[config.mk]
export PLATFORM = sky130hd
export DESIGN_NAME = running_avg_min_max_tracker
export DESIGN_NICKNAME = d
export VERILOG_FILES = /design/src/hw/rtl/ramm_pkg.sv /design/src/hw/rtl/ramm_stats_mem.sv /design/src/hw/rtl/ramm_div.sv /design/src/hw/rtl/running_avg_min_max_tracker.sv
export SDC_FILE = /design/constraint.sdc
export NUM_CORES = 1
export LEC_CHECK = 0
export ABC_AREA = 0
export BUFFER_PORTS_ARGS = -buffer_cell sky130_fd_sc_hd__buf_2
export CORE_MARGIN = 8
export CORE_UTILIZATION = 45
export CTS_CLUSTER_SIZE = 25
export DETAILED_ROUTE_END_ITERATION = 12
export PLACE_DENSITY = 0.62
export RECOVER_POWER = 25
export SETUP_SLACK_MARGIN = 0.05
export SYNTH_ARGS = -nofsm -noshare
export SYNTH_HDL_FRONTEND = slang
export SYNTH_SLANG_ARGS = --single-unit
export TNS_END_PERCENT = 1
[constraint.sdc]
create_clock -name clk -period 11.2 [get_ports clk]
set_clock_uncertainty 0.2 [all_clocks]
set_input_delay 1.12 -clock clk [delete_from_list [all_inputs] [get_ports clk]]
set_output_delay 1.12 -clock clk [all_outputs]
set_load 0.02 [all_outputs]
[src/hw/rtl/ramm_pkg.sv]
// Shared constants and types of the running average and min/max tracker.
`default_nettype none

package ramm_pkg;

	localparam int CHANNELS_DEF   = 8;
	localparam int VALUE_BITS_DEF = 16;
	localparam int CHAN_BITS      = 3;
	localparam int COUNT_BITS     = 16;

	typedef enum logic [0:0] {
		OP_UPDATE = 1'b0,
		OP_CLEAR  = 1'b1
	} op_t;

endpackage

`default_nettype wire

[src/hw/rtl/ramm_stats_mem.sv]
// Per-channel statistics memory, one write port and one registered read port.
`default_nettype none

module ramm_stats_mem #(
	parameter int DEPTH = ramm_pkg::CHANNELS_DEF,
	parameter int AW    = 3,
	parameter int W     = 3 * ramm_pkg::VALUE_BITS_DEF
) (
	input  wire logic          clk,
	input  wire logic          rd_en,
	input  wire logic [AW-1:0] rd_addr,
	output logic      [W-1:0]  rd_data,
	input  wire logic          wr_en,
	input  wire logic [AW-1:0] wr_addr,
	input  wire logic [W-1:0]  wr_data
);

	logic [W-1:0] mem [DEPTH];

	always_ff @(posedge clk) begin
		if (wr_en) begin
			mem[wr_addr] <= wr_data;
		end
	end

	always_ff @(posedge clk) begin
		if (rd_en) begin
			rd_data <= mem[rd_addr];
		end
	end

endmodule

`default_nettype wire

[src/hw/rtl/ramm_div.sv]
// Restoring divider, one quotient bit per cycle, for the rounded average.
`default_nettype none

module ramm_div #(
	parameter int VALUE_BITS = ramm_pkg::VALUE_BITS_DEF
) (
	input  wire logic                                         clk,
	input  wire logic                                         arst_n,
	input  wire logic                                         start,
	input  wire logic [VALUE_BITS+ramm_pkg::COUNT_BITS:0]     dividend,
	input  wire logic [ramm_pkg::COUNT_BITS:0]                divisor,
	output logic                                              done,
	output logic      [VALUE_BITS-1:0]                        quotient
);

	localparam int DW = VALUE_BITS + ramm_pkg::COUNT_BITS + 1;
	localparam int RW = ramm_pkg::COUNT_BITS + 1;
	localparam int CW = $clog2(VALUE_BITS + 1);

	logic [RW-1:0]         rem_q;
	logic [VALUE_BITS-1:0] qd_q;
	logic [RW-1:0]         dvs_q;
	logic [CW-1:0]         cnt_q;
	logic                  done_q;

	logic [RW:0]   rem_sh;
	logic          rem_ge;
	logic [RW:0]   rem_diff;
	logic [RW-1:0] rem_nx;

	// The quotient is known to fit VALUE_BITS, so the upper dividend bits
	// are already below the divisor and seed the remainder directly.
	always_comb begin
		rem_sh   = {rem_q, qd_q[VALUE_BITS-1]};
		rem_ge   = rem_sh >= {1'b0, dvs_q};
		rem_diff = rem_sh - {1'b0, dvs_q};
		rem_nx   = rem_ge ? rem_diff[RW-1:0] : rem_sh[RW-1:0];
	end

	always_ff @(posedge clk or negedge arst_n) begin
		if (!arst_n) begin
			cnt_q  <= '0;
			done_q <= 1'b0;
		end else begin
			done_q <= 1'b0;
			if (start) begin
				cnt_q <= CW'(VALUE_BITS);
			end else if (cnt_q != '0) begin
				cnt_q  <= cnt_q - CW'(1);
				done_q <= (cnt_q == CW'(1));
			end
		end
	end

	always_ff @(posedge clk) begin
		if (start) begin
			rem_q <= dividend[DW-1 -: RW];
			qd_q  <= dividend[VALUE_BITS-1:0];
			dvs_q <= divisor;
		end else if (cnt_q != '0) begin
			rem_q <= rem_nx;
			qd_q  <= {qd_q[VALUE_BITS-2:0], rem_ge};
		end
	end

	assign done     = done_q;
	assign quotient = qd_q;

endmodule

`default_nettype wire

[src/hw/rtl/running_avg_min_max_tracker.sv]
// Top level of the per-channel running average and min/max tracker.
//
//  channel   | handshake          | fields
//  ----------+--------------------+----------------------------------------------
//  request   | start / busy       | operation, channel, duration_tenths,
//            |                    | sample_count
//  result    | done (strobe)      | current_tenths, average_tenths,
//            |                    | minimum_tenths, maximum_tenths, stats_valid
//
// A request is taken at a rising edge with start high and busy low.
// Clear, out-of-range channel and update of an empty channel: the result
// strobe is registered in ST_READ, right after the edge that takes the request.
// Update of a filled channel: ST_READ, ST_LOAD, then ST_DIV with the one bit per
// cycle divider. A new request can be taken in the cycle the strobe is high.
// Reset empties every channel at once through per-channel valid flops.
// The result strobe is high for one cycle only; the receiver cannot stall it.
`default_nettype none

module running_avg_min_max_tracker #(
	parameter int CHANNELS   = ramm_pkg::CHANNELS_DEF,
	parameter int VALUE_BITS = ramm_pkg::VALUE_BITS_DEF
) (
	input  wire logic                                clk,
	input  wire logic                                arst_n,
	input  wire logic                                start,
	output logic                                     busy,
	input  wire logic                                operation,
	input  wire logic [ramm_pkg::CHAN_BITS-1:0]      channel,
	input  wire logic [VALUE_BITS-1:0]               duration_tenths,
	input  wire logic [ramm_pkg::COUNT_BITS-1:0]     sample_count,
	output logic                                     done,
	output logic      [VALUE_BITS-1:0]               current_tenths,
	output logic      [VALUE_BITS-1:0]               average_tenths,
	output logic      [VALUE_BITS-1:0]               minimum_tenths,
	output logic      [VALUE_BITS-1:0]               maximum_tenths,
	output logic                                     stats_valid
);

	localparam int AW = (CHANNELS > 1) ? $clog2(CHANNELS) : 1;
	localparam int CB = ramm_pkg::COUNT_BITS;
	localparam int NW = VALUE_BITS + CB;
	localparam int DW = NW + 1;
	localparam int MW = 3 * VALUE_BITS;

	typedef enum logic [1:0] {
		ST_IDLE,
		ST_READ,
		ST_LOAD,
		ST_DIV
	} state_t;

	state_t state_q;
	logic [CHANNELS-1:0] filled_q;

	// Captured request.
	logic                  op_q;
	logic                  inrange_q;
	logic [AW-1:0]         idx_q;
	logic [VALUE_BITS-1:0] dur_q;
	logic [CB-1:0]         n_q;

	logic [NW-1:0]         num_q;
	logic [VALUE_BITS-1:0] min_q;
	logic [VALUE_BITS-1:0] max_q;

	logic                  accept;
	logic [MW-1:0]         rd_data;
	logic [VALUE_BITS-1:0] rd_avg;
	logic [VALUE_BITS-1:0] rd_min;
	logic [VALUE_BITS-1:0] rd_max;
	logic                  is_clear;
	logic                  is_filled;
	logic [NW-1:0]         num_nx;
	logic                  wr_en;
	logic [MW-1:0]         wr_data;

	logic                  div_start;
	logic [DW-1:0]         div_dividend;
	logic [CB:0]           div_divisor;
	logic                  div_done;
	logic [VALUE_BITS-1:0] div_quot;

	assign busy   = (state_q != ST_IDLE);
	assign accept = start && !busy;

	always_comb begin
		rd_avg    = rd_data[MW-1 -: VALUE_BITS];
		rd_min    = rd_data[2*VALUE_BITS-1 -: VALUE_BITS];
		rd_max    = rd_data[VALUE_BITS-1:0];
		is_clear  = (op_q == ramm_pkg::OP_CLEAR);
		is_filled = filled_q[idx_q];
		num_nx    = NW'(rd_avg) * NW'(n_q - CB'(1)) + NW'(dur_q);
	end

	always_comb begin
		wr_en   = 1'b0;
		wr_data = {div_quot, min_q, max_q};
		if (state_q == ST_READ && inrange_q && !is_clear && !is_filled) begin
			wr_en   = 1'b1;
			wr_data = {dur_q, dur_q, dur_q};
		end else if (state_q == ST_DIV && div_done) begin
			wr_en = 1'b1;
		end
	end

	assign div_start    = (state_q == ST_LOAD);
	assign div_dividend = {num_q, 1'b0} + DW'(n_q);
	assign div_divisor  = {n_q, 1'b0};

	ramm_stats_mem #(
		.DEPTH (CHANNELS),
		.AW    (AW),
		.W     (MW)
	) u_mem (
		.clk     (clk),
		.rd_en   (accept),
		.rd_addr (AW'(channel)),
		.rd_data (rd_data),
		.wr_en   (wr_en),
		.wr_addr (idx_q),
		.wr_data (wr_data)
	);

	ramm_div #(
		.VALUE_BITS (VALUE_BITS)
	) u_div (
		.clk      (clk),
		.arst_n   (arst_n),
		.start    (div_start),
		.dividend (div_dividend),
		.divisor  (div_divisor),
		.done     (div_done),
		.quotient (div_quot)
	);

	always_ff @(posedge clk) begin
		if (accept) begin
			op_q      <= operation;
			inrange_q <= (32'(channel) < CHANNELS);
			idx_q     <= AW'(channel);
			dur_q     <= duration_tenths;
			n_q       <= (sample_count == '0) ? CB'(1) : sample_count;
		end
		if (state_q == ST_READ) begin
			num_q <= num_nx;
			min_q <= (dur_q < rd_min) ? dur_q : rd_min;
			max_q <= (dur_q > rd_max) ? dur_q : rd_max;
		end
	end

	always_ff @(posedge clk or negedge arst_n) begin
		if (!arst_n) begin
			state_q        <= ST_IDLE;
			filled_q       <= '0;
			done           <= 1'b0;
			current_tenths <= '0;
			average_tenths <= '0;
			minimum_tenths <= '0;
			maximum_tenths <= '0;
			stats_valid    <= 1'b0;
		end else begin
			done <= 1'b0;
			case (state_q)
				ST_IDLE: begin
					if (accept) begin
						state_q <= ST_READ;
					end
				end
				ST_READ: begin
					if (!inrange_q || is_clear) begin
						if (inrange_q) begin
							filled_q[idx_q] <= 1'b0;
						end
						current_tenths <= '0;
						average_tenths <= '0;
						minimum_tenths <= '0;
						maximum_tenths <= '0;
						stats_valid    <= 1'b0;
						done           <= 1'b1;
						state_q        <= ST_IDLE;
					end else if (!is_filled) begin
						filled_q[idx_q] <= 1'b1;
						current_tenths  <= dur_q;
						average_tenths  <= dur_q;
						minimum_tenths  <= dur_q;
						maximum_tenths  <= dur_q;
						stats_valid     <= 1'b1;
						done            <= 1'b1;
						state_q         <= ST_IDLE;
					end else begin
						state_q <= ST_LOAD;
					end
				end
				ST_LOAD: begin
					state_q <= ST_DIV;
				end
				ST_DIV: begin
					if (div_done) begin
						current_tenths <= dur_q;
						average_tenths <= div_quot;
						minimum_tenths <= min_q;
						maximum_tenths <= max_q;
						stats_valid    <= 1'b1;
						done           <= 1'b1;
						state_q        <= ST_IDLE;
					end
				end
				default: begin
					state_q <= ST_IDLE;
				end
			endcase
		end
	end

endmodule

`default_nettype wire

==> Word level (Yosys, flattened, before mapping) <==
Memories as Yosys holds them, arrays and structs flattened. A register that Yosys moved wholly into a read port is not among the register bits.
Index checks and enable logic that the tools add are counted.
{ "classes": {"add_sub_neg": 5, "mul": 1, "n_lt_le_gt_ge": 5, "eq_ne": 8, "n_mux": 45, "bitwise": 3, "reduce_logical": 17} }
{ "op_table": {"columns": ["op", "n"], "rows": [
  ["$mux W16", 10],
  ["$pmux W16 S2", 4],
  ["$mux W17", 3],
  ["$mux W48", 1],
  ["$add A33 B16 Y33", 1],
  ["$add A32 B16 Y32", 1],
  ["$mul A17 B17 Y32", 1],
  ["$ge A18 B17 Y1", 1],
  ["$sub A16 B1 Y17 const B", 1],
  ["$sub A17 B17 Y17", 1],
  ["$gt A16 B16 Y1", 1],
  ["$logic_not A16 Y1", 1],
  ["$lt A16 B16 Y1", 1],
  ["$mux W8", 2],
  ["$mux W1", 14],
  ["$mux W5", 2],
  ["$and A8 B8 Y8", 1],
  ["$mux W2", 4],
  ["$not A8 Y8", 1],
  ["$or A8 B8 Y8", 1],
  ["$pmux W2 S4", 1],
  ["$reduce_bool A2 Y1", 3],
  ["$eq A5 B1 Y1 const B", 1],
  ["$logic_and A1 B1 Y1", 5],
  ["16 further kinds", 22]
]} }
{ "word_totals": {"reg_bits": 231, "ram_bits": 384, "wordCells": 105, "mem_count": 1} }
{ "memory_table": {"columns": ["memory", "depth", "width", "read_ports", "rd_clocked_by_memory_dff", "write_ports", "line", "source"], "rows": [
  ["u_mem.mem", 8, 48, 1, 1, 1, "ramm_stats_mem.sv:18", "logic [W-1:0] mem [DEPTH];"]
]} }

==> Longest topological paths before layout <==
{ "depth": {"ltp_word": 7, "mapped_depth": 31, "ltp_nobuf": 29} }

==> Cells and area by module <==
From an unflattened synthesis, not the netlist that was laid out.
{ "hier_totals": {"hier_cells": 2814, "hier_area_um2": 37658.6} }
{ "modules_own_cells": {"columns": ["mod", "n_inst", "cells_per_inst", "area_per_inst_um2", "seq_area_each_um2"], "rows": [
  ["running_avg_min_max_tracker", 1, 1908, 18288.8, 4904.7],
  ["ramm_stats_mem", 1, 616, 16100.4, 12972.4],
  ["ramm_div", 1, 290, 3269.4, 1651.6]
]} }

==> Least setup slack after synthesis <==
No wires, ideal clock.
{ "synth_path": {"path_kind": "register to register", "start": "reg n_q[0]", "end": "reg num_q[30] (data pin)", "setup_time_ns": 0.272, "t_arrival_ns": 7.977, "required_time_ns": 10.728, "slack_ns": 2.751, "path_stages_with_launch": 30, "n_path_buf": 2, "cell_sequence": "edfxtp_1 -> inv_1 -> clkbuf_1 -> ha_1 -> nand2_1 -> or3_4 -> or4_4 -> or4_4 -> xnor2_4 -> buf_6 -> nand2_1 -> fa_1 -> inv_1 -> fa_1 -> fa_1 -> fa_1 -> fa_1 -> inv_1 -> fa_1 -> inv_1 -> ha_1 -> a21oi_1 -> o21ai_0 -> a221o_1 -> a21o_1 -> a31o_2 -> o211ai_1 -> nand3_1 -> mux2i_1 -> or4_1"} }
{ "synth_via": {"elab_chain_cells": 3} }
{ "synth_rtl": {"columns": ["element", "line", "source"], "rows": [
  ["from (decl)", "running_avg_min_max_tracker.sv:60", "logic [CB-1:0] n_q;"],
  ["from (signal assigned)", "running_avg_min_max_tracker.sv:142", "n_q <= (sample_count == '0) ? CB'(1) : sample_count;"],
  ["$sub A16 B1 Y17", "running_avg_min_max_tracker.sv:92", "num_nx = NW'(rd_avg) * NW'(n_q - CB'(1)) + NW'(dur_q);"],
  ["$mul A17 B17 Y32", "running_avg_min_max_tracker.sv:92", null],
  ["$add A32 B16 Y32", "running_avg_min_max_tracker.sv:92", null],
  ["via num_nx[30]", "running_avg_min_max_tracker.sv:73", "logic [NW-1:0] num_nx;"],
  ["to (signal assigned)", "running_avg_min_max_tracker.sv:145", "num_q <= num_nx;"],
  ["to (decl)", "running_avg_min_max_tracker.sv:62", "logic [NW-1:0] num_q;"]
]} }
The timed path passes the listed nets, and every way through them passes these cells.
A chain may end at the register's enable or synchronous reset.

==> Worst setup path after layout <==
Same ends and word-level chain as after synthesis.

==> results.json <==
{
  "max_stage_delay_ps": 950,
  "hold_buffers": 0,
  "critPathSlowestCell": "xnor2_1",
  "drv_slew": 456,
  "cp.required_ps": 11350,
  "setup_viol": 0,
  "worst_slack_ps": 1970,
  "htreeDepth": 3,
  "stdcell_count": 4082,
  "grt_util_all_layers_pct": 20.0,
  "period_share_pct": 82.4,
  "dpl.cell_count": 3958,
  "yosys-top-cells-count": "581 x edfxtp_1, 376 x inv_1, 325 x nand2_1",
  "hpwlAfterDp_mm": 64.0,
  "synthAdderAreaFrac_pct": 17.8,
  "cp_max_fo": 16,
  "syn-cell-area_mm2": 0.0374,
  "min_path_type": "flop to flop",
  "yosysSeqAreaShare_pct": 52.1,
  "synth_mux_area_share_pct": 8.53,
  "yosysUniqueCellTypes": 66,
  "synth_top_area_share_pct": 46.6,
  "antenna_found_initial": 2,
  "rows": 105,
  "place_ws_ps": 1880,
  "async_flop_share_pct": 12.4,
  "grt_pass1_vias": 24400,
  "clockBufferDepth": 3,
  "final_antenna_net_count": 0,
  "syn_to_final_growth_pct": 10.1,
  "worst_setup_path_end_kind": "flop",
  "dr.pass1.iters": 5,
  "port-buffer-count": 105,
  "viasPerCell": 5.63,
  "core_area_mm2": 0.0822,
  "nNetsFinal": 3395,
  "detail_route.wl_per_cell_um": 22.8,
  "syn-num-nets": 3309,
  "synth_area_leaders": "edfxtp_1 47%, fa_1 12%, mux4_2 5.9%, ha_1 5.7%, dfrtp_1 5.5%",
  "setup_tns_ps": 0,
  "cts_sinks": 663,
  "period_needed_ps": 9230,
  "clk_pin_slew_ps": 60,
  "start_util_pct": 45.5,
  "setup.worst_path.class": "flop to flop",
  "synth_seq_cells": 663,
  "drc": 0,
  "synth.avg_cell_area_um2": 13.0,
  "hold_viol_final": 0,
  "rsz0062_at_grt": "no",
  "cts_resized": 0,
  "synth_top_area_cell": "edfxtp_1",
  "die_width_um": 304,
  "yosys.cell_count.top_type": "edfxtp_1",
  "synth_top_family_by_area": "adder cells",
  "syn_inst": 2873,
  "cts_tree": "yes",
  "gp_congestion": 0.873,
  "grt.overflow.total": 0,
  "wirelength_mm": 93.1,
  "failed_checks": "max-capacitance violations, max-slew violations",
  "grt_start_max_net_pins": 67,
  "cts_buffers": 69,
  "crit_path_start_kind": "flop",
  "crit_top_cell": "fa_1",
  "synth_flop_cell": "edfxtp_1",
  "cts_setup_buffers": 0,
  "grt_pass1_wl_mm": 144,
  "insertion_delay_ps": 620,
  "max_cap_viol_count": 10,
  "worst-slew-pin-transition_ps": 5650,
  "num_vias": 23000,
  "critPathArrivalTime_ps": 9380,
  "synth-edff-count": 581,
  "synth_xor_area_share_pct": 1.97,
  "ys.warnings.count": 0,
  "synthSimpleGateAreaFrac_pct": 9.22,
  "synth_compound_area_share_pct": 5.08,
  "die_area_mm2": 0.0926,
  "io_pins": 106,
  "num_antenna_cells": 0,
  "status": "finished, violations left",
  "slew_headroom_pct": -277,
  "max_freq_mhz": 108,
  "layout-drive-gt1-share_pct": 11.0,
  "die_y_um": 304,
  "cts-root-buf": "clkbuf_16",
  "dr.first_iter.drc_count": 1761
}
-- placed cells by master, fill, tap and decap left out, drive strengths merged, types with 4 or more instances in the layout --
cell and instances:
a211oi 18, a21boi 7, a21o 22, a21oi 66, a221oi 50, a22o 4
a31oi 7, and2 101, and3 12, buf 49, bufinv 4, clkbuf 176
clkinv 27, dfrtp 82, edfxtp 581, fa 227, ha 170, inv 382
mux2 59, mux2i 32, mux4 98, nand2 326, nand2b 23, nand3 17
nand3b 6, nand4 13, nor2 175, nor2b 21, nor3 22, nor4 9
o211ai 4, o21a 9, o21ai 81, o21bai 7, o41ai 4, or2 5
or3 8, or4 5, xnor2 63, xor2 19
-- metal layers --
layer / vias up / global-route usage (%) / wire length (um) / share of wire, %
met2: 828 / 32.9 / 44100 / 47
li1: 10100 / - / - / -
met3: 136 / 3.87 / 6720 / 7.2
met5: - / 0 / 9 / 0.0097
met4: 2 / 4.93 / 2000 / 2.1
met1: 11900 / 27.2 / 40300 / 43
-- cell families (layout without fill, tap and decap cells) --
kind of cell               count (synthesis)  in the layout
AOI/OAI and AO/OA                        291            291
xor gates and xnor gates                  82             82
adders and majority gates                397            397
buffers and inverters                    502            641
DFF                                      663            663
muxes                                    189            189
and+or+nand+nor                          749            749
-- critical path, delay by kind of cell (launching register included) --
family,cells,cell delay (ps)
AOI/OAI and AO/OA,6,1260
xor gates and xnor gates,1,950
adders and majority gates,7,3150
buffers and inverters,3,530
DFF,1,500
muxes,1,140
and+or+nand+nor,7,2240
-- cell type report --
cell class,instances,area [um^2]
Multi-Input combinational cell,1708,16000
Clock inverter,38,372
Fill cell,7045,41100
Inverter,378,1420
Clock buffer,86,1860
Tap cell,1070,1340
Sequential cell,663,19500
Timing Repair Buffer,139,656
-- state kept, by name (all words and copies together) (netlist names), 5 cells and up, named ones only --
register and flops:
num_q 32, dur_q 16, u_div.cnt_q 5, min_q 16, average_tenths 16, n_q 16, maximum_tenths 16, u_mem.mem 384
max_q 16, u_div.rem_q 17, u_mem.rd_data 48, current_tenths 16, u_div.dvs_q 16, u_div.quotient 16, minimum_tenths 16
-- worst paths after layout --
kind | from | endpoint | slack, ps | cells after the start
max in group asynchronous | arst_n | maximum_tenths[13]$_DFFE_PN0P_ | 6350 | 2
hold reg to reg | stats_valid$_DFFE_PN0P_ | stats_valid$_DFFE_PN0P_ | 300 | 2
setup / recovery | n_q[0]$_SDFFCE_PN1P_ | num_q[30]$_DFFE_PP_ | 1970 | 25
min in group asynchronous | arst_n | async pin | 920 | 1
setup reg to reg | n_q[0]$_SDFFCE_PN1P_ | num_q[30]$_DFFE_PP_ | 1970 | 25
hold / removal | stats_valid$_DFFE_PN0P_ | stats_valid$_DFFE_PN0P_ | 300 | 2
-- stage by stage --
stage	area (um^2)	utilization [%]	hold WS, ps
after floorplan	37400	-	244
after global placement	39100	47.5	276
after detailed placement	39100	47.5	281
after CTS	41300	50.3	276
after global routing	41200	50.1	327
final	41200	50.1	300
Power is left out: the tool's default activity adds up to more than one toggle a clock period on the data nets, which glitch-free logic cannot reach.
